**src/rtl/assert_macros.svh**
```systemverilog
// ----------------------------------------------------------------------------
// Assertion macros
// Shared concurrent assertion forms for the tone sequence validator.
// ----------------------------------------------------------------------------
`ifndef ASSERT_MACROS_SVH
`define ASSERT_MACROS_SVH

// Same-cycle implication, checked outside of reset.
`define TSV_ASSERT_IMP(lbl, clk, rst_n, ante, cons) \
  lbl: assert property (@(posedge clk) disable iff (!rst_n) (ante) |-> (cons)) \
    else $error("tone sequence validator: same-cycle check failed");

// Next-cycle implication, checked outside of reset.
`define TSV_ASSERT_NXT(lbl, clk, rst_n, ante, cons) \
  lbl: assert property (@(posedge clk) disable iff (!rst_n) (ante) |=> (cons)) \
    else $error("tone sequence validator: next-cycle check failed");

`endif

```
**src/rtl/tsv_pkg.sv**
```systemverilog
// ----------------------------------------------------------------------------
// tsv_pkg
// Widths, codes and helper functions of the tone sequence validator.
// ----------------------------------------------------------------------------
`default_nettype none

package tsv_pkg;

  localparam int OP_W   = 2;
  localparam int TONE_W = 5;
  localparam int CHAR_W = 8;
  localparam int ADDR_W = 3;
  localparam int DATA_W = 32;

  // Event codes on the input channel.
  localparam logic [OP_W-1:0] OP_TICK  = 2'd0;
  localparam logic [OP_W-1:0] OP_TONE  = 2'd1;
  localparam logic [OP_W-1:0] OP_NONE  = 2'd2;

  // Register indexes, selected by paddr[2].
  localparam logic REG_MIN_TONES = 1'b0;
  localparam logic REG_TOLERANCE = 1'b1;

  localparam logic [6:0] MIN_TONES_RST = 7'd5;
  localparam logic [7:0] TOLERANCE_RST = 8'd3;

  localparam logic [7:0] REPEAT_CODE  = 8'h0E;
  localparam logic [7:0] INVALID_TONE = 8'h61;
  localparam logic [7:0] COUNT_MAX    = 8'hFF;
  localparam logic [7:0] MAX_RESULTS  = 8'd16;

  localparam logic [7:0] ASCII_LETTER = 8'h37;
  localparam logic [7:0] ASCII_DIGIT  = 8'h30;
  localparam logic [7:0] DIGIT_MAX    = 8'h09;
  localparam logic [7:0] HEX_MAX      = 8'h0F;

  // Hex digit of a tone number; values outside 10..15 take the digit offset.
  function automatic logic [7:0] tone_to_ascii(input logic [7:0] tone);
    if (tone > DIGIT_MAX && tone <= HEX_MAX) begin
      return tone + ASCII_LETTER;
    end
    return tone + ASCII_DIGIT;
  endfunction

endpackage

`default_nettype wire

```
**src/rtl/tsv_in_if.sv**
```systemverilog
// ----------------------------------------------------------------------------
// tsv_in_if
// Decoder event channel: valid/ready handshake with op and tone code.
// ----------------------------------------------------------------------------
`default_nettype none

interface tsv_in_if;
  import tsv_pkg::*;

  logic              valid;
  logic              ready;
  logic [OP_W-1:0]   op;
  logic [TONE_W-1:0] tone_code;

  modport source (output valid, output op, output tone_code, input ready);
  modport sink   (input valid, input op, input tone_code, output ready);
endinterface

`default_nettype wire

```
**src/rtl/tsv_out_if.sv**
```systemverilog
// ----------------------------------------------------------------------------
// tsv_out_if
// Character channel: valid/ready handshake with a character and last flag.
// ----------------------------------------------------------------------------
`default_nettype none

interface tsv_out_if;
  import tsv_pkg::*;

  logic              valid;
  logic              ready;
  logic [CHAR_W-1:0] seq_char;
  logic              last_char;

  modport source (output valid, output seq_char, output last_char, input ready);
  modport sink   (input valid, input seq_char, input last_char, output ready);
endinterface

`default_nettype wire

```
**src/rtl/tone_sequence_validator_unit.sv**
```systemverilog
// Tick and tone events are handled without leaving the idle state, so the unit stays ready.
// A no-tone event that meets the tone count scans the stored durations from slot 2 to N-1
// (N = stored tones, at most SEQ_DEPTH, one duration RAM read per cycle), checks them, then
// reads, loads and emits each character, holding on output stall; otherwise it stays idle.
// Reset restores the register defaults, clears the counters and the duration valid bits;
// the stores need no clearing pass.
// ----------------------------------------------------------------------------
// tone_sequence_validator_unit
// Collects decoded tones into a sequence and emits it once its timing checks out.
// ----------------------------------------------------------------------------
`default_nettype none

`include "assert_macros.svh"

module tone_sequence_validator_unit #(
  parameter int SEQ_DEPTH = 16
) (
  input  wire logic                        clk_i,
  input  wire logic                        rst_ni,
  tsv_in_if.sink                           evt_i,
  tsv_out_if.source                        char_o,
  input  wire logic                        psel,
  input  wire logic                        penable,
  input  wire logic                        pwrite,
  input  wire logic [tsv_pkg::ADDR_W-1:0]  paddr,
  input  wire logic [tsv_pkg::DATA_W-1:0]  pwdata,
  output logic      [tsv_pkg::DATA_W-1:0]  prdata,
  output logic                             pready
);
  import tsv_pkg::*;

  localparam int AW = (SEQ_DEPTH > 1) ? $clog2(SEQ_DEPTH) : 1;
  localparam int CW = $clog2(SEQ_DEPTH + 1);
  localparam logic [CW-1:0] SCAN_FIRST = CW'(2);

  localparam logic [2:0] ST_IDLE      = 3'd0;
  localparam logic [2:0] ST_SCAN      = 3'd1;
  localparam logic [2:0] ST_CHECK     = 3'd2;
  localparam logic [2:0] ST_EMIT_RD   = 3'd3;
  localparam logic [2:0] ST_EMIT_LD   = 3'd4;
  localparam logic [2:0] ST_EMIT_WAIT = 3'd5;

  logic [2:0]           state_q, state_d;
  logic [6:0]           min_tones_q;
  logic [7:0]           tol_q;
  logic [7:0]           prev_tone_q, prev_tone_d;
  logic [7:0]           tone_cnt_q, tone_cnt_d;
  logic [7:0]           tick_cnt_q, tick_cnt_d;
  logic [SEQ_DEPTH-1:0] dur_vld_q, dur_vld_d;
  logic                 pend_q, pend_d;
  logic                 out_valid_q, out_valid_d;

  logic [CW-1:0]        idx_q, idx_d;
  logic                 pend_vld_q;
  logic [7:0]           lo_q, lo_d;
  logic [7:0]           hi_q, hi_d;
  logic [7:0]           out_char_q, out_char_d;
  logic                 out_last_q, out_last_d;

  logic                 in_acc, out_acc, cfg_wr;
  logic [7:0]           code_ext, tone_res;
  logic                 tone_new, slot_ok;
  logic [AW-1:0]        slot, rd_addr;
  logic [7:0]           seq_n8, emit_n8, dur_val;
  logic [CW-1:0]        scan_n, emit_n;
  logic                 dur_we, chr_we, dur_re, chr_re;
  logic [7:0]           dur_rdata, chr_rdata;

  // --------------------------------------------------------------------------
  // Configuration port
  // --------------------------------------------------------------------------
  assign cfg_wr = psel && penable && pwrite && pready;
  assign pready = 1'b1;

  always_ff @(posedge clk_i or negedge rst_ni) begin
    if (!rst_ni) begin
      min_tones_q <= MIN_TONES_RST;
      tol_q       <= TOLERANCE_RST;
    end else if (cfg_wr) begin
      unique case (paddr[2])
        REG_MIN_TONES: min_tones_q <= pwdata[6:0];
        REG_TOLERANCE: tol_q       <= pwdata[7:0];
        default: ;
      endcase
    end
  end

  always_comb begin
    unique case (paddr[2])
      REG_MIN_TONES: prdata = {25'd0, min_tones_q};
      REG_TOLERANCE: prdata = {24'd0, tol_q};
      default:       prdata = '0;
    endcase
  end

  // --------------------------------------------------------------------------
  // Datapath helpers
  // --------------------------------------------------------------------------
  assign evt_i.ready = (state_q == ST_IDLE);
  assign in_acc      = evt_i.valid && evt_i.ready;
  assign out_acc     = out_valid_q && char_o.ready;

  assign code_ext = {3'd0, evt_i.tone_code};
  assign tone_new = (code_ext != prev_tone_q);
  assign tone_res = (code_ext == REPEAT_CODE) ? prev_tone_q : code_ext;

  assign slot_ok = (tone_cnt_q < 8'(SEQ_DEPTH));
  assign slot    = tone_cnt_q[AW-1:0];

  // Number of stored slots, and of characters that go out.
  assign seq_n8  = slot_ok ? tone_cnt_q : 8'(SEQ_DEPTH);
  assign emit_n8 = (seq_n8 > MAX_RESULTS) ? MAX_RESULTS : seq_n8;
  assign scan_n  = seq_n8[CW-1:0];
  assign emit_n  = emit_n8[CW-1:0];

  assign rd_addr = idx_q[AW-1:0];
  // A duration slot that was never written since reset reads as zero.
  assign dur_val = pend_vld_q ? dur_rdata : 8'd0;

  tsv_ram #(
    .WIDTH (8),
    .DEPTH (SEQ_DEPTH)
  ) u_dur_ram (
    .clk_i   (clk_i),
    .we_i    (dur_we),
    .waddr_i (slot),
    .wdata_i (tick_cnt_d),
    .re_i    (dur_re),
    .raddr_i (rd_addr),
    .rdata_o (dur_rdata)
  );

  tsv_ram #(
    .WIDTH (CHAR_W),
    .DEPTH (SEQ_DEPTH)
  ) u_chr_ram (
    .clk_i   (clk_i),
    .we_i    (chr_we),
    .waddr_i (slot),
    .wdata_i (tone_to_ascii(tone_res)),
    .re_i    (chr_re),
    .raddr_i (rd_addr),
    .rdata_o (chr_rdata)
  );

  // --------------------------------------------------------------------------
  // Sequencer
  // --------------------------------------------------------------------------
  always_comb begin
    state_d     = state_q;
    prev_tone_d = prev_tone_q;
    tone_cnt_d  = tone_cnt_q;
    tick_cnt_d  = tick_cnt_q;
    dur_vld_d   = dur_vld_q;
    pend_d      = 1'b0;
    out_valid_d = out_valid_q;
    idx_d       = idx_q;
    lo_d        = lo_q;
    hi_d        = hi_q;
    out_char_d  = out_char_q;
    out_last_d  = out_last_q;
    dur_we      = 1'b0;
    chr_we      = 1'b0;
    dur_re      = 1'b0;
    chr_re      = 1'b0;

    unique case (state_q)
      ST_IDLE: begin
        if (in_acc) begin
          case (evt_i.op)
            OP_TICK: begin
              tick_cnt_d = tick_cnt_q + 8'd1;
              if (slot_ok) begin
                dur_we          = 1'b1;
                dur_vld_d[slot] = 1'b1;
              end
            end
            OP_TONE: begin
              if (tone_new) begin
                tick_cnt_d  = 8'd0;
                prev_tone_d = tone_res;
                chr_we      = slot_ok;
                if (tone_cnt_q != COUNT_MAX) begin
                  tone_cnt_d = tone_cnt_q + 8'd1;
                end
              end
            end
            OP_NONE: begin
              if (tone_cnt_q >= {1'b0, min_tones_q}) begin
                idx_d   = SCAN_FIRST;
                lo_d    = 8'hFF;
                hi_d    = 8'h00;
                state_d = ST_SCAN;
              end else begin
                prev_tone_d = INVALID_TONE;
                tone_cnt_d  = 8'd0;
              end
            end
            default: ;
          endcase
        end
      end

      // One read issued per cycle; the compare on its data follows in the next cycle.
      ST_SCAN: begin
        if (pend_q) begin
          if (dur_val < lo_q) begin
            lo_d = dur_val;
          end
          if (dur_val > hi_q) begin
            hi_d = dur_val;
          end
        end
        if (idx_q < scan_n) begin
          dur_re = 1'b1;
          pend_d = 1'b1;
          idx_d  = idx_q + CW'(1);
        end else if (!pend_q) begin
          state_d = ST_CHECK;
        end
      end

      // With no middle tones hi stays below lo, which counts as a pass.
      ST_CHECK: begin
        idx_d = '0;
        if (((hi_q < lo_q) || ((hi_q - lo_q) <= tol_q)) && (emit_n != '0)) begin
          state_d = ST_EMIT_RD;
        end else begin
          prev_tone_d = INVALID_TONE;
          tone_cnt_d  = 8'd0;
          state_d     = ST_IDLE;
        end
      end

      ST_EMIT_RD: begin
        chr_re  = 1'b1;
        state_d = ST_EMIT_LD;
      end

      ST_EMIT_LD: begin
        out_char_d  = chr_rdata;
        out_last_d  = ((idx_q + CW'(1)) == emit_n);
        out_valid_d = 1'b1;
        idx_d       = idx_q + CW'(1);
        state_d     = ST_EMIT_WAIT;
      end

      ST_EMIT_WAIT: begin
        if (out_acc) begin
          out_valid_d = 1'b0;
          if (out_last_q) begin
            prev_tone_d = INVALID_TONE;
            tone_cnt_d  = 8'd0;
            state_d     = ST_IDLE;
          end else begin
            state_d = ST_EMIT_RD;
          end
        end
      end

      default: state_d = ST_IDLE;
    endcase
  end

  always_ff @(posedge clk_i or negedge rst_ni) begin
    if (!rst_ni) begin
      state_q     <= ST_IDLE;
      prev_tone_q <= REPEAT_CODE;
      tone_cnt_q  <= 8'd0;
      tick_cnt_q  <= 8'd0;
      dur_vld_q   <= '0;
      pend_q      <= 1'b0;
      out_valid_q <= 1'b0;
    end else begin
      state_q     <= state_d;
      prev_tone_q <= prev_tone_d;
      tone_cnt_q  <= tone_cnt_d;
      tick_cnt_q  <= tick_cnt_d;
      dur_vld_q   <= dur_vld_d;
      pend_q      <= pend_d;
      out_valid_q <= out_valid_d;
    end
  end

  always_ff @(posedge clk_i) begin
    idx_q      <= idx_d;
    pend_vld_q <= dur_vld_q[rd_addr];
    lo_q       <= lo_d;
    hi_q       <= hi_d;
    out_char_q <= out_char_d;
    out_last_q <= out_last_d;
  end

  assign char_o.valid     = out_valid_q;
  assign char_o.seq_char  = out_char_q;
  assign char_o.last_char = out_last_q;

  // --------------------------------------------------------------------------
  // Assertions
  // --------------------------------------------------------------------------
  `TSV_ASSERT_IMP(a_out_only_in_emit, clk_i, rst_ni, out_valid_q, state_q == ST_EMIT_WAIT)
  `TSV_ASSERT_NXT(a_last_clears_seq, clk_i, rst_ni, out_acc && out_last_q,
                  (state_q == ST_IDLE) && (tone_cnt_q == 8'd0) && !out_valid_q)
  `TSV_ASSERT_IMP(a_scan_in_range, clk_i, rst_ni, state_q == ST_SCAN,
                  (idx_q <= scan_n) || (idx_q == SCAN_FIRST))
  `TSV_ASSERT_IMP(a_emit_in_range, clk_i, rst_ni,
                  (state_q == ST_EMIT_RD) || (state_q == ST_EMIT_LD), idx_q < emit_n)

endmodule

`default_nettype wire

```
**src/rtl/tsv_ram.sv**
```systemverilog
// ----------------------------------------------------------------------------
// tsv_ram
// Generic single-write, single-read RAM with a registered read port.
// ----------------------------------------------------------------------------
`default_nettype none

module tsv_ram #(
  parameter int WIDTH = 8,
  parameter int DEPTH = 16
) (
  input  wire logic                                     clk_i,
  input  wire logic                                     we_i,
  input  wire logic [((DEPTH > 1) ? $clog2(DEPTH) : 1)-1:0] waddr_i,
  input  wire logic [WIDTH-1:0]                         wdata_i,
  input  wire logic                                     re_i,
  input  wire logic [((DEPTH > 1) ? $clog2(DEPTH) : 1)-1:0] raddr_i,
  output logic      [WIDTH-1:0]                         rdata_o
);

  logic [WIDTH-1:0] mem_q [DEPTH];
  logic [WIDTH-1:0] rdata_q;

  always_ff @(posedge clk_i) begin
    if (we_i) begin
      mem_q[waddr_i] <= wdata_i;
    end
    if (re_i) begin
      rdata_q <= mem_q[raddr_i];
    end
  end

  assign rdata_o = rdata_q;

endmodule

`default_nettype wire
```
**src/flat_wrapper.sv**
```systemverilog
// flat-port wrapper written by rule: the top's interface ports become plain ports
module tone_sequence_validator_unit_flat import tsv_pkg::*;
#(
  parameter int SEQ_DEPTH = 16
)
  (clk_i, rst_ni, psel, penable, pwrite, paddr, pwdata, prdata, pready, evt_i_valid, evt_i_op, evt_i_tone_code, evt_i_ready, char_o_valid, char_o_seq_char, char_o_last_char, char_o_ready);
  tsv_in_if evt_i_i ();
  tsv_out_if char_o_i ();
  input  wire logic clk_i;
  input  wire logic rst_ni;
  input  wire logic psel;
  input  wire logic penable;
  input  wire logic pwrite;
  input  wire logic [tsv_pkg::ADDR_W-1:0] paddr;
  input  wire logic [tsv_pkg::DATA_W-1:0] pwdata;
  output logic      [tsv_pkg::DATA_W-1:0] prdata;
  output logic pready;
  input wire logic [$bits(evt_i_i.valid)-1:0] evt_i_valid;
  input wire logic [$bits(evt_i_i.op)-1:0] evt_i_op;
  input wire logic [$bits(evt_i_i.tone_code)-1:0] evt_i_tone_code;
  output wire logic [$bits(evt_i_i.ready)-1:0] evt_i_ready;
  output wire logic [$bits(char_o_i.valid)-1:0] char_o_valid;
  output wire logic [$bits(char_o_i.seq_char)-1:0] char_o_seq_char;
  output wire logic [$bits(char_o_i.last_char)-1:0] char_o_last_char;
  input wire logic [$bits(char_o_i.ready)-1:0] char_o_ready;
  assign evt_i_i.valid = evt_i_valid;
  assign evt_i_i.op = evt_i_op;
  assign evt_i_i.tone_code = evt_i_tone_code;
  assign evt_i_ready = evt_i_i.ready;
  assign char_o_valid = char_o_i.valid;
  assign char_o_seq_char = char_o_i.seq_char;
  assign char_o_last_char = char_o_i.last_char;
  assign char_o_i.ready = char_o_ready;
  tone_sequence_validator_unit #(.SEQ_DEPTH(SEQ_DEPTH)) u_core (.clk_i(clk_i), .rst_ni(rst_ni), .evt_i(evt_i_i), .char_o(char_o_i), .psel(psel), .penable(penable), .pwrite(pwrite), .paddr(paddr), .pwdata(pwdata), .prdata(prdata), .pready(pready));
endmodule
```
**config.mk**
```make
export PLATFORM = sky130hd
export DESIGN_NAME = tone_sequence_validator_unit_flat
export DESIGN_NICKNAME = d
export VERILOG_FILES = /design/src/rtl/tsv_pkg.sv /design/src/rtl/tsv_in_if.sv /design/src/rtl/tsv_out_if.sv /design/src/rtl/tone_sequence_validator_unit.sv /design/src/rtl/tsv_ram.sv /design/src/flat_wrapper.sv
export VERILOG_INCLUDE_DIRS = /design/src /design/src/rtl
export SDC_FILE = /design/constraint.sdc
export NUM_CORES = 1
export LEC_CHECK = 0
export ABC_CLOCK_PERIOD_IN_PS = 3450
export BUFFER_PORTS_ARGS = -buffer_cell sky130_fd_sc_hd__buf_2
export CORE_MARGIN = 10
export CORE_UTILIZATION = 36
export CTS_CLUSTER_SIZE = 25
export DETAILED_ROUTE_END_ITERATION = 8
export GPL_TIMING_DRIVEN = 0
export PLACE_DENSITY_LB_ADDON = 0.05
export RECOVER_POWER = 25
export SYNTH_ARGS = -nofsm -noshare
export SYNTH_HDL_FRONTEND = slang
export SYNTH_HIERARCHICAL = 1
export SYNTH_SLANG_ARGS = --single-unit
```
**constraint.sdc**
```tcl
create_clock -name clk_i -period 3.45 [get_ports clk_i]
set_input_delay 0.1725 -clock clk_i [delete_from_list [all_inputs] [get_ports clk_i]]
set_output_delay 0.1725 -clock clk_i [all_outputs]
set_load 0.05 [all_outputs]
```
==> run metrics, run 1 <==
met3 wire len=1.78 mm; count of flip-flops with a built-in enable after synthesis=302; I/O pin total=just over 90; Routed Antenna Nets=0; total clock sinks=363; number of non-filler instances in the completed layout=1838; metal1 wirelength=19.1 mm; run status=finished, violations left; area growth from synthesis to layout=19.4%; number of buffers inserted by port buffering=40; Synth area leader=edfxtp_1; areal power density over the cells=787 nW/µm²; maximum VDD drop=roughly 0.00037 V; leakage dissipation=about 7.3 nW; uppermost signal routing layer after detailed routing=met4; Routed met2 length=18.3 mm; HPWL reported at the end of detailed placement=26.9 mm; Die H=233 µm; type of origin of the critical path=flop; cell chosen for the clock root=clkbuf_16; share of Yosys cell area claimed by the top area cell type=55.4%; gate family responsible for the most delay along the worst path=compound AO/OA/AOI/OAI gates; final-layout setup total negative slack=-3.09 ns; top cells by area in the synthesized netlist=edfxtp_1 55%, dfrtp_1 8.1%, mux4_2 5.6%, mux4_1 4.5%, ha_1 3.9%; clock tree from TritonCTS=done; Max H-tree Level=2; post-detailed-placement cell area=~18000 µm²; setup repair after global routing missed its margin=yes; mean post-synth cell area=approximately 16 µm²; first-pass iteration count of the detailed router=4; via count of the first global-routing pass=9541; Total GRT Usage=14.6%; TritonCTS buffer count=44; Wirelength per Cell=21.7 µm; core region area=roughly 45000 µm²; final setup violation count=24; number of cells in the design after placement=1728; antenna violations before repair=0; Ys Warns=6; DR iter-0 viols=625; ratio of routed vias to standard cells=5.12; worst min-delay path class=in2reg; routability congestion estimate from global placement=0.752; die area=54400 µm²; critical path buffer and inverter count=2; clock network latency to the later pin of the worst-skew pair=0.57 ns; cell count after synthesis=around 1100; crit-path max FO=7; multi-input logic area=5550 µm²; remaining design rule violation count=0; remaining global-route overflow=0; Max Freq=275 MHz; largest net degree at the start of global routing=61; Critical Path Slowest Stage Cell=or3b_1; failing checks=capacitance limit, slew limit, setup timing; Clock Path Buffers=3; Arrival @ worst endpoint=4.08 ns; Mapped Area=roughly 16000 µm²; number of nets in the layout=1304; starting density of the core=a little over a third; register clock-pin slew on the reported worst setup and hold paths=0.06 ns; clock skew after layout=0.0254 ns; slack of the critical path=-0.185 ns; aggregate routed wire length=39.8 mm; CP endpoint kind=flop; max-cap violation count=2; final instance area=19500 µm²; chain of cells forming the critical path=inv_1, ha_2, fa_2, nor2b_2, o31a_1, o311a_1, a21oi_2, ha_1, nand4_1, or3b_1, a21oi_2, o32ai_4, a211oi_4, buf_6, nand2_8, a221o_1; actual transition at the worst max-transition pin=1.60 ns; fraction of the yosys area taken by sequential cells=64.8%; type of the worst setup path=reg2reg; most instantiated flip-flop cell in the synthesis netlist=edfxtp_1; delay contributed by the slowest stage of the critical path=0.40 ns; async set-or-reset flop fraction in the synthesized netlist=16.5%; total area of sequential cells=10600 µm²; count of final max-slew check failures=79; Synth cell types=80; worst max-slew margin expressed relative to the limit=-6.90%; flops & latches, synth=363; CP required=3.90 ns; Final Hold Vio Count=0; most repeated library cell on the critical path=a21oi_2; number of fill cells=4044; number of standard-cell rows in the floorplan=78; post-layout minimum cycle time=3.63 ns; share of cells above drive strength 1=a little under a quarter; width of the chip=233 µm; vias after detailed routing=9407; first-pass GRT wire length=59.9 mm; Period Utilization, post-route=105%
## synthesized netlist by cell type (all sizes together), types with 11 or more instances
| cell | count |
|---|---|
| a21o | 20 |
| a21oi | 25 |
| a22oi | 33 |
| buf | 43 |
| clkbuf | 11 |
| dfrtp | 53 |
| edfxtp | 302 |
| ha | 51 |
| inv | 46 |
| mux2 | 21 |
| mux4 | 69 |
| nand2 | 79 |
| nand2b | 13 |
| nand3 | 14 |
| nor2 | 69 |
| nor2b | 12 |
| nor3 | 19 |
| o21ai | 31 |
| xnor2 | 11 |
## worst min-delay path: stages
cell and delay [ns]:
buf_2 0.13, nand2_1 0.06, o21ba_2 0.17, a31oi_1 0.08
## routing by layer
metal	GRT usage [%]	vias up
li1	-	4361
met1	20.9	4820
met2	22.3	167
met3	2.79	59
met4	3.92	0
met5	0	-
## sequential cells by signal (all words and copies together) (netlist names), 8 cells and up
| signal | count |
|---|---|
| u_core/u_dur_ram/mem_q | 128 |
| u_core/prev_tone_q | 8 |
| u_core/u_chr_ram/rdata_o | 8 |
| u_core/lo_q | 8 |
| u_core/hi_q | 8 |
| u_core/tick_cnt_q | 8 |
| u_core/u_dur_ram/rdata_o | 8 |
| u_core/tol_q | 8 |
| u_core/char_o.seq_char | 8 |
| u_core/tone_cnt_q | 8 |
| u_core/dur_vld_q | 16 |
| u_core/u_chr_ram/mem_q | 128 |
## final cells by class
class | count | share of cell area [%]
Sequential cell | 363 | 54.2
Multi-Input combinational cell | 607 | 28.4
Clock buffer | 59 | 6.19
Tap cell | 600 | 3.84
Timing Repair Buffer | 80 | 3.13
Buffer | 60 | 2.18
Clock inverter | 21 | 1.10
Inverter | 47 | 0.928
Antenna cell | 1 | 0.0128
## logic make-up after synthesis
kind of cell             share of synthesized area [%]
adder cells (fa/ha/maj)                           4.02
multiplexers                                      11.7
AO/OA/AOI/OAI                                     6.83
XOR/XNOR                                          1.02
buffers and inverters                             3.73
AND/OR/NAND/NOR                                   7.90
other                                           0.0459
flip-flops                                        64.8
## per-stage QoR
| step | power, mW | setup WS (ns) | util (%) | hold WS (ns) |
|---|---|---|---|---|
| floorplan | 9.09 | -0.0102 | - | -0.123 |
| global placement | 10.6 | -0.830 | 38.5 | 0.406 |
| detailed placement | 10.6 | -0.699 | 38.9 | 0.320 |
| CTS | 15.6 | -0.349 | 42.8 | 0.0474 |
| global route | 16.3 | -0.410 | 43.2 | 0.0860 |
| finish | 15.4 | -0.185 | 43.3 | 0.0927 |
## report_power, final
group	leakage [nW]	total, mW	internal, mW	switching, mW
registers	3.51	5.89	5.41	0.489
clock network	0.691	4.56	2.76	1.80
logic	3.07	4.93	2.05	2.88
total	7.26	15.4	10.2	5.18
## placed cells by master (no fill, tap or decap), types with 7 or more instances in the layout
cell type	netlist	routed
nor2_1	69	49
nor3_1	18	9
a21o_1	20	20
clkinv_1	0	9
o21ai_1	2	9
nand2b_1	13	13
nor2b_1	12	9
clkbuf_1	11	47
a21oi_1	23	20
nor2_2	0	14
xor2_1	8	8
ha_1	51	49
mux2_2	20	16
dfrtp_1	53	52
nand3_1	14	13
mux4_1	28	28
o21ai_0	28	19
and3_1	8	8
dlygate4sd3_1	0	10
clkbuf_16	0	46
mux4_2	41	41
buf_2	7	23
buf_6	7	19
nand3b_1	7	8
conb_1	2	25
edfxtp_1	302	302
nand2_1	78	76
buf_4	28	39
inv_1	46	44
nand4_1	9	9
a22oi_1	33	33
xnor2_1	11	7
## timing repair
| action | in CTS | in global routing |
|---|---|---|
| hold buffers | 10 | 0 |
| pin swaps | 14 | 6 |
| setup buffers | 12 | 7 |
| hold endpoints to repair | 70 | 0 |
| endpoints found under the setup margin | 200 | 269 |
| gates resized for setup | 49 | 25 |
## worst paths after layout
path,from,end,slack [ns],cells past startpoint
setup / recovery,u_core/hi_q[0],u_core/tone_cnt_q[4],-0.18,16
hold / removal,evt_i_tone_code[1],u_core/prev_tone_q[0],0.09,4
min in group asynchronous,rst_ni,u_core/tol_q[7],0.55,2
setup reg to reg,u_core/hi_q[0],u_core/tone_cnt_q[4],-0.18,16
hold reg to reg,u_core/u_chr_ram/rdata_o[5],u_core/char_o.seq_char[5],0.40,0
max in group asynchronous,rst_ni,u_core/tone_cnt_q[0],1.82,2
No activity file was read; power rests on OpenSTA's default activity.
==> inputs of run 2 (changes only) <==
Settings changed: PLACE_DENSITY_LB_ADDON 0.05 to 0.3.
==> run metrics, run 2 (same netlist as run 1, synthesis figures left out) <==
run status=finished, violations left (unchanged); failing checks=capacitance limit, slew limit, setup timing (unchanged); remaining global-route overflow=0 (unchanged); areal power density over the cells=770 nW/µm² (was 787 nW/µm²); vias after detailed routing=9459 (was 9407); worst r2r dst=u_core/prev_tone_q[5] (was u_core/tone_cnt_q[4]); Final Hold Vio Count=0 (unchanged); Period Utilization, post-route=106% (was 105%); Wirelength per Cell=19.7 µm (was 21.7 µm); DR iter-0 viols=536 (was 625); registers with the most flip-flops=u_core/u_chr_ram/mem_q x128, u_core/u_dur_ram/mem_q x128, u_core/dur_vld_q x16 (unchanged); CP endpoint kind=flop (unchanged); number of standard-cell rows in the floorplan=78 (unchanged); area growth from synthesis to layout=17.9% (was 19.4%); Worst Hold Launch=evt_i_tone_code[1] (unchanged); type of the worst setup path=reg2reg (unchanged); R2R depth=18 (was 16); core region area=45200 µm² (unchanged); via count of the first global-routing pass=9667 (was 9541); actual transition at the worst max-transition pin=1.86 ns (was 1.60 ns); critical path buffer and inverter count=4 (was 2); chain of cells forming the critical path=inv_1, ha_4, fa_2, nor2b_2, o31a_1, buf_4, o21ai_2, a21oi_2, ha_1, nand4_1, or3b_4, a21oi_4, o32ai_4, a211oi_4, buf_6, buf_6, o21ai_2, a22o_1 (was inv_1, ha_2, fa_2, nor2b_2, o31a_1, o311a_1, a21oi_2, ha_1, nand4_1, or3b_1, a21oi_2, o32ai_4, a211oi_4, buf_6, nand2_8, a221o_1); Max Freq=273 MHz (was 275 MHz); total clock sinks=363 (unchanged); delay contributed by the slowest stage of the critical path=0.43 ns (was 0.40 ns); internal power of the cells=9.91 mW (was 10.2 mW); clock network latency to the later pin of the worst-skew pair=0.52 ns (was 0.57 ns); worst hold path endpoint=u_core/prev_tone_q[0] (unchanged); Psw=4.94 mW (was 5.18 mW); clock tree from TritonCTS=done (unchanged); Die H=233 µm (unchanged); most used cells in the layout excluding fill and tap cells=302 x edfxtp_1, 76 x nand2_1, 53 x nor2_1 (was 302 x edfxtp_1, 76 x nand2_1, 52 x dfrtp_1); Arrival @ worst endpoint=4.08 ns (about the same); setup repair after global routing missed its margin=yes (unchanged); HPWL reported at the end of detailed placement=24.4 mm (was 26.9 mm); routability congestion estimate from global placement=0.802 (was 0.752); slack of the critical path=-0.216 ns (was -0.185 ns); clock power share=27.2% (was 29.7%); first-pass GRT wire length=55.7 mm (was 59.9 mm); Clock Path Buffers=3 (unchanged); first-pass iteration count of the detailed router=5 (was 4); gate family responsible for the most delay along the worst path=compound AO/OA/AOI/OAI gates (unchanged); register clock-pin slew on the reported worst setup and hold paths=0.06 ns (about the same); maximum VDD drop=0.000362 V (was 0.000368 V); leakage dissipation=7.18 nW (was 7.26 nW); starting density of the core=36.2% (unchanged); switching power as a share of total power=33.2% (was 33.6%); clock skew after layout=0.0172 ns (was 0.0254 ns); share of cells above drive strength 1=23.8% (about the same); total area of sequential cells=10600 µm² (about the same); final setup violation count=56 (was 24); post-layout minimum cycle time=3.67 ns (was 3.63 ns); I/O pin total=93 (unchanged); CP required=3.86 ns (was 3.90 ns); final worst hold slack=0.123 ns (was 0.0927 ns); count of final max-slew check failures=63 (was 79); crit-path max FO=5 (was 7); Routed Antenna Nets=0 (unchanged); worst min-delay path class=in2reg (unchanged); end-of-flow core utilization=42.7% (was 43.3%); Critical Path Slowest Stage Cell=or3b_4 (was or3b_1); most frequent standard cell in the layout excluding fill and tap cells=edfxtp_1 (unchanged); Total GRT Usage=13.1% (was 14.6%); multi-input logic area=5530 µm² (was 5550 µm²); worst max-slew margin expressed relative to the limit=-24.1% (was -6.90%); width of the chip=233 µm (unchanged); number of nets in the layout=1304 (unchanged); antenna diode count=0 (was 1); largest net degree at the start of global routing=33 (was 61); number of buffers inserted by port buffering=40 (unchanged); remaining design rule violation count=0 (unchanged); sequential fraction of design power=39.7% (was 38.3%); Max H-tree Level=2 (unchanged); antenna violations before repair=0 (unchanged); type of origin of the critical path=flop (unchanged); max-cap violation count=2 (unchanged); die area=54400 µm² (unchanged); ratio of routed vias to standard cells=5.16 (was 5.12); slack of the worst reg-to-reg path=-0.22 ns (was -0.18 ns); number of fill cells=4047 (was 4044); number of non-filler instances in the completed layout=1832 (was 1838); aggregate routed wire length=36.1 mm (was 39.8 mm); Worst Hold Path Cells=4 (unchanged); Gate power share=33.2% (was 32.0%); TritonCTS buffer count=38 (was 44); launching point of the worst reg2reg path=u_core/hi_q[0] (unchanged); cell chosen for the clock root=clkbuf_16 (unchanged); number of cells in the design after placement=1729 (was 1728)
==> run 2: metrics by stage <==
stage	cell area, µm²	total power [mW]	TNS [ns]	setup WS [ns]
finish	19300	14.9	-4.30	-0.216
global route	19300	15.7	-45.78	-0.364
CTS	19100	14.8	-7.89	-0.209
detailed placement	17500	10.5	-31.82	-0.564
global placement	17400	10.4	-63.86	-0.957
floorplan	16500	9.09	-0.0204	-0.0102
==> run 2: repair_timing <==
action	CTS	global route
setup endpoints to repair	124	193
endpoints found under the hold margin	41	0
gates cloned	1	0
resized for setup	29	37
hold buffers	10	0
setup buffers	12	11
pin swaps	9	13
==> run 2: worst max-delay path by stage <==
| stage | from | end | slack (ns) | cells past startpoint |
|---|---|---|---|---|
| finish | u_core/hi_q[0] | u_core/prev_tone_q[5] | -0.22 | 18 |
| global placement | u_core/tone_cnt_q[0] | u_core/lo_q[1] | -0.96 | 9 |
| global route | u_core/lo_q[0] | u_core/prev_tone_q[5] | -0.36 | 16 |
| CTS | u_core/state_q[0] | u_core/u_dur_ram/mem_q[1][3] | -0.21 | 10 |
| floorplan | u_core/lo_q[1] | u_core/tone_cnt_q[4] | -0.01 | 17 |
| detailed placement | u_core/state_q[0] | u_core/u_dur_ram/mem_q[0][1] | -0.56 | 10 |
==> run 2: area by class of cell <==
cell class,instances,share of cell area (%)
repair buffers,86,3.01
multi-input cells,607,28.6
clock inverters,20,1.04
clock buffers,49,5.35
inverters,47,0.940
plain buffers,60,2.19
well taps,600,3.89
flip-flops and latches,363,54.9
==> run 2: power groups by stage <==
stage	combinational (mW)	clock [mW]	sequential, mW
CTS	4.79	4.15	5.86
floorplan	3.25	0	5.84
global route	5.38	4.34	5.95
global placement	4.44	0	5.93
finish	4.92	4.04	5.89
detailed placement	4.55	0	5.93
==> run 2: worst min-delay path: stages <==
cell     delay, ns
buf_2         0.13
nand2_1       0.06
o21ba_2       0.17
a31oi_1       0.08
==> run 2: per-layer routing <==
| metal | routed length, µm | share of wire, % | GRT usage (%) | up-vias |
|---|---|---|---|---|
| met4 | 707 | 2.0 | 3.67 | 0 |
| li1 | - | - | - | 4346 |
| met2 | 17300 | 48 | 21.6 | 251 |
| met5 | 0 | 0 | 0 | - |
| met1 | 15900 | 44 | 17.5 | 4813 |
| met3 | 2210 | 6.1 | 2.33 | 49 |
==> inputs of run 3 (changes only) <==
Settings changed: CORE_ASPECT_RATIO set to 1.4, RECOVER_POWER 25 to 50, SLEW_MARGIN set to 20.
==> run metrics, run 3 (same netlist as run 1, synthesis figures left out) <==
sequential fraction of design power=40.5% (was 39.7%); antenna diode count=0 (unchanged); antenna violations before repair=0 (unchanged); worst max-slew margin expressed relative to the limit=8.05% (was -24.1%); number of standard-cell rows in the floorplan=92 (was 78); HPWL reported at the end of detailed placement=25.0 mm (was 24.4 mm); crit-path max FO=6 (was 5); vias after detailed routing=9356 (was 9459); CP endpoint kind=flop (unchanged); internal power of the cells=9.61 mW (was 9.91 mW); post-detailed-placement cell area=17600 µm² (was 17500 µm²); Max H-tree Level=2 (unchanged); Clock Path Buffers=3 (unchanged); most frequent standard cell in the layout excluding fill and tap cells=edfxtp_1 (unchanged); area growth from synthesis to layout=16.7% (was 17.9%); Max Freq=270 MHz (was 273 MHz); final-layout setup total negative slack=-8.94 ns (was -4.30 ns); register clock-pin slew on the reported worst setup and hold paths=0.06 ns (about the same); clock power share=25.8% (was 27.2%); Gate power share=33.7% (was 33.2%); via count of the first global-routing pass=9618 (was 9667); ratio of routed vias to standard cells=5.12 (was 5.16); final instance area=19100 µm² (was 19300 µm²); worst slack, placed=-0.483 ns (was -0.564 ns); CP required=3.85 ns (was 3.86 ns); Die H=272 µm (was 233 µm); starting density of the core=36.4% (was 36.2%); post-layout minimum cycle time=3.71 ns (was 3.67 ns); leakage dissipation=7.08 nW (was 7.18 nW); TritonCTS buffer count=35 (was 38); final setup violation count=115 (was 56); core region area=45000 µm² (was 45200 µm²); worst min-delay path class=in2async (was in2reg); first-pass GRT wire length=56.1 mm (was 55.7 mm); clock skew after layout=0.0301 ns (was 0.0172 ns); number of non-filler instances in the completed layout=1829 (was 1832); aggregate routed wire length=36.5 mm (was 36.1 mm); Routed Antenna Nets=0 (unchanged); clock tree from TritonCTS=done (unchanged); switching power as a share of total power=34.0% (was 33.2%); actual transition at the worst max-transition pin=1.38 ns (was 1.86 ns); remaining design rule violation count=0 (unchanged); Final Hold Vio Count=0 (unchanged); routability congestion estimate from global placement=0.822 (was 0.802); number of buffers inserted by port buffering=40 (unchanged); largest net degree at the start of global routing=54 (was 33); count of final max-slew check failures=0 (was 63); number of cells in the design after placement=1736 (was 1729); first-pass iteration count of the detailed router=5 (unchanged); Psw=4.95 mW (was 4.94 mW); most used cells in the layout excluding fill and tap cells=302 x edfxtp_1, 77 x nand2_1, 53 x nor2_1 (was 302 x edfxtp_1, 76 x nand2_1, 53 x nor2_1); Arrival @ worst endpoint=4.11 ns (was 4.08 ns); number of fill cells=4011 (was 4047); maximum VDD drop=0.000312 V (was 0.000362 V); share of cells above drive strength 1=22.6% (was 23.8%); clock network latency to the later pin of the worst-skew pair=0.53 ns (was 0.52 ns); failing checks=setup timing (was capacitance limit, slew limit, setup timing); width of the chip=200 µm (was 233 µm); number of nets in the layout=1294 (was 1304); setup repair after global routing missed its margin=yes (unchanged); Total GRT Usage=13.1% (about the same); slack of the critical path=-0.255 ns (was -0.216 ns); remaining global-route overflow=0 (unchanged); cell chosen for the clock root=clkbuf_16 (unchanged); max-cap violation count=0 (was 2); Period Utilization, post-route=107% (was 106%); I/O pin total=93 (unchanged); registers with the most flip-flops=u_core/u_chr_ram/mem_q x128, u_core/u_dur_ram/mem_q x128, u_core/dur_vld_q x16 (unchanged); run status=finished, violations left (unchanged); die area=54500 µm² (was 54400 µm²); Wirelength per Cell=20.0 µm (was 19.7 µm); type of the worst setup path=reg2reg (unchanged); areal power density over the cells=762 nW/µm² (was 770 nW/µm²); DR iter-0 viols=665 (was 536); type of origin of the critical path=flop (unchanged); total clock sinks=363 (unchanged)
-- run 3: changes by cell type in the layout (fill, tap and decap cells not counted), sizes merged --
cell	delta
buf	-14
bufinv	-2
clkinv	+1
inv	+1
-- run 3: layout make-up --
cell class                      count  area [µm²]  share of cell area, %
Sequential cell                   363       10600                   55.5
Multi-Input combinational cell    607        5510                   28.8
Clock buffer                       42         953                   4.99
Tap cell                          611         764                   4.00
Timing Repair Buffer               79         512                   2.68
Buffer                             60         423                   2.21
Inverter                           47         176                  0.923
Clock inverter                     20         168                  0.878
-- run 3: routing by layer --
metal | wire length (µm) | track usage, %
met1 | 14700 | 15.4
met2 | 19200 | 23.7
met3 | 1630 | 2.03
met4 | 996 | 4.91
met5 | 0 | 0
-- run 3: timing repair --
item,4_1_cts,5_1_grt
gates resized for setup,25,31
endpoints found under the setup margin,101,274
gates cloned,0,0
hold buffers,10,0
setup buffers,15,6
pin swaps,13,13
endpoints found under the hold margin,76,0
-- run 3: path summary, 6_finish.rpt --
path | start | to | slack, ns | cells after the start
worst max-delay path | u_core/lo_q[0] | u_core/tone_cnt_q[4] | -0.26 | 15
worst min-delay path | rst_ni | u_core/tol_q[6] | 0.11 | 2
worst max register to register | u_core/lo_q[0] | u_core/tone_cnt_q[4] | -0.26 | 15
worst min register to register | u_core/u_chr_ram/rdata_o[6] | u_core/char_o.seq_char[6] | 0.42 | 0
max in group asynchronous | rst_ni | u_core/tone_cnt_q[0] | 1.53 | 3
min in group clk_i | evt_i_tone_code[1] | u_core/prev_tone_q[0] | 0.12 | 4
-- run 3: power groups by stage --
| stage | sequential (mW) | combinational, mW | clock, mW |
|---|---|---|---|
| 2_1_floorplan | 5.84 | 3.25 | 0 |
| 6_report | 5.90 | 4.92 | 3.75 |
| 5_1_grt | 5.95 | 5.34 | 4.02 |
| 3_5_place_dp | 5.96 | 4.59 | 0 |
| 4_1_cts | 5.87 | 4.87 | 3.86 |
| 3_3_place_gp | 5.94 | 4.47 | 0 |
-- run 3: metrics by stage --
stage	total power [mW]	util [%]	hold WS [ns]
after detailed placement	10.6	39.1	0.0139
final	14.6	42.4	0.113
after global routing	15.3	42.4	0.127
after floorplan	9.09	-	-0.123
after global placement	10.4	38.7	0.401
after CTS	14.6	42.3	0.00433
-- run 3: critical path, cell delays in order, from the launching register on --
cell and delay, ns:
edfxtp_1 0.44, ha_4 0.20, fa_2 0.35, nor2b_2 0.13, o31a_1 0.20, o311a_1 0.20, a21oi_2 0.04, ha_1 0.31
nand4_1 0.12, or3b_4 0.40, a21oi_4 0.15, o32ai_4 0.14, a211oi_4 0.32, buf_6 0.16, nand2_8 0.07, a221o_1 0.35
